## src/sv/mwsd_isqrt.sv

```systemverilog
// ----------------------------------------------------------------------------
// mwsd_isqrt
// Digit-by-digit integer square root, one root bit per cycle.
// ----------------------------------------------------------------------------
`default_nettype none

module mwsd_isqrt #(
    parameter int ROOT_W = 31
) (
    input  wire logic                  clk,
    input  wire logic                  rst_n,
    input  wire logic                  start,
    input  wire logic [2*ROOT_W-1:0]   radicand,
    output logic                       done,
    output logic [ROOT_W-1:0]          root
);

    localparam int RAD_W = 2 * ROOT_W;
    localparam int CNT_W = $clog2(ROOT_W);

    logic [RAD_W-1:0]  rad_reg, rad_next;
    logic [ROOT_W+1:0] rem_reg, rem_next;
    logic [ROOT_W-1:0] root_reg, root_next;
    logic [CNT_W-1:0]  cnt_reg, cnt_next;
    logic              busy_reg, busy_next;
    logic              done_reg, done_next;

    logic [ROOT_W+1:0] rem_sh;
    logic [ROOT_W+1:0] trial;

    always_comb
    begin
        rad_next  = rad_reg;
        rem_next  = rem_reg;
        root_next = root_reg;
        cnt_next  = cnt_reg;
        busy_next = busy_reg;
        done_next = 1'b0;

        // bring down the next two radicand bits
        rem_sh = {rem_reg[ROOT_W-1:0], rad_reg[RAD_W-1 -: 2]};
        trial  = {root_reg, 2'b01};

        if (start)
        begin
            rad_next  = radicand;
            rem_next  = '0;
            root_next = '0;
            cnt_next  = '0;
            busy_next = 1'b1;
        end
        else if (busy_reg)
        begin
            rad_next = {rad_reg[RAD_W-3:0], 2'b00};
            if (rem_sh >= trial)
            begin
                rem_next  = rem_sh - trial;
                root_next = {root_reg[ROOT_W-2:0], 1'b1};
            end
            else
            begin
                rem_next  = rem_sh;
                root_next = {root_reg[ROOT_W-2:0], 1'b0};
            end
            cnt_next = cnt_reg + 1'b1;
            if (cnt_reg == CNT_W'(ROOT_W - 1))
            begin
                busy_next = 1'b0;
                done_next = 1'b1;
            end
        end
    end

    always_ff @(posedge clk or negedge rst_n)
    begin
        if (!rst_n)
        begin
            busy_reg <= 1'b0;
            done_reg <= 1'b0;
            cnt_reg  <= '0;
        end
        else
        begin
            busy_reg <= busy_next;
            done_reg <= done_next;
            cnt_reg  <= cnt_next;
        end
    end

    always_ff @(posedge clk)
    begin
        rad_reg  <= rad_next;
        rem_reg  <= rem_next;
        root_reg <= root_next;
    end

    assign done = done_reg;
    assign root = root_reg;

endmodule

`default_nettype wire
```

## config.mk

```make
export PLATFORM = sky130hd
export DESIGN_NAME = mwsd_isqrt
export DESIGN_NICKNAME = d
export VERILOG_FILES = /design/src/sv/mwsd_isqrt.sv
export SDC_FILE = /design/constraint.sdc
export NUM_CORES = 1
export LEC_CHECK = 0
export ABC_AREA = 1
export BUFFER_PORTS_ARGS = -buffer_cell sky130_fd_sc_hd__clkbuf_2
export CAP_MARGIN = 20
export CORE_ASPECT_RATIO = 1.5
export CORE_UTILIZATION = 30
export DETAILED_ROUTE_END_ITERATION = 7
export PLACE_DENSITY_LB_ADDON = 0.2
export SLEW_MARGIN = 20
export SYNTH_ARGS = -nofsm -noshare
export SYNTH_HDL_FRONTEND = slang
export SYNTH_SLANG_ARGS = --single-unit
```

## constraint.sdc

```tcl
create_clock -name clk -period 4.4 [get_ports clk]
set_clock_uncertainty 0.05 [all_clocks]
set_input_delay 0.88 -clock clk [delete_from_list [all_inputs] [get_ports clk]]
set_output_delay 0.88 -clock clk [all_outputs]
set_load 0.05 [all_outputs]
```

==> impl_metrics.env <==
export IMPL_insertedDiodeCount=0
export IMPL_grtUsageTotal=0.174
export IMPL_core_sq_um=25700
export IMPL_p_clk_frac=0.220
export IMPL_end_kind="register"
export IMPL_vias=7016
export IMPL_timing_final_hold_violations=0
export IMPL_ys_warn_count=0
export IMPL_internal_power_w=0.00332
export IMPL_cap_violations=0
export IMPL_max_slew_margin=0.558
export IMPL_grt_pass1_wl_microns=35900
export IMPL_leakagePower_nw=4.96
export IMPL_netlist_area_sq_um=7820
export IMPL_ir_drop_mv=0.328
export IMPL_avgSynthCellArea_sq_um=6.87
export IMPL_min_period_over_period=0.656
export IMPL_holdWs_ns=0.236
export IMPL_ios=97
export IMPL_drt_initial_drc_count=290
export IMPL_drc_errors=0
export IMPL_p_sw_w=0.00291
export IMPL_insertion_delay_ns=0.43
export IMPL_cts_root_buf="clkbuf_16"
export IMPL_start_kind="register"
export IMPL_seq_power_share=0.251
export IMPL_routedWlPerCell_microns=13.9
export IMPL_cts_htree_levels=4
export IMPL_r2r_slack_ns=1.51
export IMPL_gp_congestion=0.923
export IMPL_crit_fanout=32
export IMPL_post_cts_setup_buffers=0
export IMPL_cp_required_ns=4.72
export IMPL_yosys_register_bits=131
export IMPL_initial_core_util=0.305
export IMPL_hold_path_class="in2async"
export IMPL_r2r_start="root[15]"
export IMPL_cts_clk_slew_worst_paths_ns=0.06
export IMPL_cts_tree="done"
export IMPL_tns_ns=0
export IMPL_p_sw_frac=0.468
export IMPL_grt_ovfl_total=0
export IMPL_final_util=0.359
export IMPL_place_hpwl_microns=16400
export IMPL_final_nets=1329
export IMPL_die_h_microns=200
export IMPL_fp_dieArea_sq_um=26700
export IMPL_rows=72
export IMPL_clock_path_buffers=2
export IMPL_finalWirelength_microns=21800
export IMPL_drive_gt1_frac=0.125
export IMPL_period_minus_slack_ns=2.89
export IMPL_crit_type="reg2reg"
export IMPL_status="complete, no violations"
export IMPL_hold_buffers=0
export IMPL_numCtsBuffers=17
export IMPL_grt_max_degree=64
export IMPL_finalNonFillerCells=1575
export IMPL_r2r_cells=12
export IMPL_maxSlewViolCount=0
export IMPL_port_buffers=96
export IMPL_pwr_share_comb=0.529
export IMPL_powerDensity_nw_per_um2=676
export IMPL_p_total_w=0.00623
export IMPL_synth_seq_area_share=0.419
export IMPL_tightestPinTransition_ns=0.663
export IMPL_largest_register_ffs=62
export IMPL_synthCells=1139
export IMPL_cts_sinks=131
export IMPL_dp_cells=1542
export IMPL_firstDrtPassIters=4
export IMPL_yosysUniqueCellTypes=30
export IMPL_cts_resized=0
export IMPL_setup_viol=0
export IMPL_grt_pass1_vias=7108
export IMPL_fmax_mhz=347
export IMPL_critPathArrivalTime_ns=3.20
export IMPL_viasPerCell=4.45
export IMPL_syn_nets=1239
export IMPL_ant_nets=0
export IMPL_die_width_microns=134
export IMPL_reg2reg_to="rem_reg[30]"
export IMPL_syn_to_final_growth_pct=17.8
export IMPL_rsz0062_at_grt="no"
export IMPL_antenna_found_initial=0
worst max-delay path by stage:
stage / start / endpoint / slack (ns) / cells past startpoint
floorplan: start / rad_reg[0] / 0.94 / 3
global placement: start / rad_reg[40] / 1.07 / 5
detailed placement: start / rad_reg[42] / 1.06 / 5
CTS: root[15] / rem_reg[30] / 1.41 / 12
global route: root[6] / rem_reg[30] / 1.25 / 16
finish: root[15] / rem_reg[30] / 1.51 / 12
layer usage:
metal / routed length, microns / vias up / global-route usage
met2: 11500 / 128 / 0.328
met4: 618 / 0 / 0.0732
met5: 0 / - / 0
li1: - / 3717 / -
met3: 900 / 31 / 0.0384
met1: 8770 / 3140 / 0.185
worst max-delay path, cell delays in order, from the launching register on:
cell and delay (ns):
dfxtp_1 0.32, inv_1 0.08, ha_1 0.40, nand2_1 0.16, nor2_2 0.22, nand2_1 0.15, nor4_4 0.23, nand2_4 0.28
nand2_4 0.42, nand2_1 0.28, nand2_1 0.11, nand2_1 0.06, nand2_1 0.05
cells by family (layout without fill, tap and decap cells):
group	count (synthesis)	after routing	share of synthesized area
AOI/OAI and AO/OA	57	57	0.0419
xor gates and xnor gates	14	14	0.0157
adders and majority gates	35	35	0.0560
buffers and inverters	198	301	0.0980
DFF	131	131	0.419
and+or+nand+nor	704	704	0.369
layout by cell type, fill, tap and decap left out, types with 11 or more instances in the layout:
| cell | netlist | final |
|---|---|---|
| nand2_1 | 552 | 552 |
| o22ai_1 | 30 | 30 |
| nand3b_1 | 11 | 11 |
| edfxtp_1 | 62 | 62 |
| inv_1 | 164 | 163 |
| nor2_1 | 41 | 39 |
| clkbuf_16 | 0 | 17 |
| ha_1 | 35 | 35 |
| dfxtp_1 | 62 | 62 |
| nand3_1 | 62 | 62 |
| a21oi_1 | 19 | 19 |
| xor2_1 | 14 | 14 |
| clkbuf_2 | 0 | 96 |
metrics by stage:
step	cell area (sq um)	setup slack (ns)
2_1_floorplan	7820	0.941
3_3_place_gp	8640	1.07
3_5_place_dp	8640	1.06
4_1_cts	9200	1.41
5_1_grt	9220	1.25
6_report	9220	1.51
Yosys cell counts (all sizes together):
library cell  count  area (sq um)
nor4              1          21.3
o21bai            1          7.51
nor2             47           196
a21oi            19          95.1
dfxtp            62          1240
nand4            10          62.6
o21ai             6          30.0
clkbuf           25          93.8
nor3              4          20.0
dfrtp             7           175
nand3b           11          82.6
o21a              1          7.51
nand2           560          2130
inv             166           623
and3              2          12.5
and2              5          31.3
edfxtp           62          1860
ha               35           438
nand3            64           330
xor2             14           123
buf               7          50.1
o22ai            30           188
cell type report:
cell class	count	area (sq um)
Sequential cell	131	3280
Clock inverter	13	125
Tap cell	333	417
Multi-Input combinational cell	810	3780
Timing Repair Buffer	103	558
Fill cell	2809	16500
Clock buffer	19	433
Inverter	166	624
power groups by stage:
| stage | clock (W) | sequential [W] | combinational [W] |
|---|---|---|---|
| final | 0.00137 | 0.00157 | 0.00330 |
| after global routing | 0.00146 | 0.00159 | 0.00381 |
| after CTS | 0.00141 | 0.00157 | 0.00335 |
| after detailed placement | 0 | 0.00159 | 0.00333 |
| after global placement | 0 | 0.00159 | 0.00331 |
| after floorplan | 0 | 0.00159 | 0.00249 |
Power figures use the tool's default switching activity.
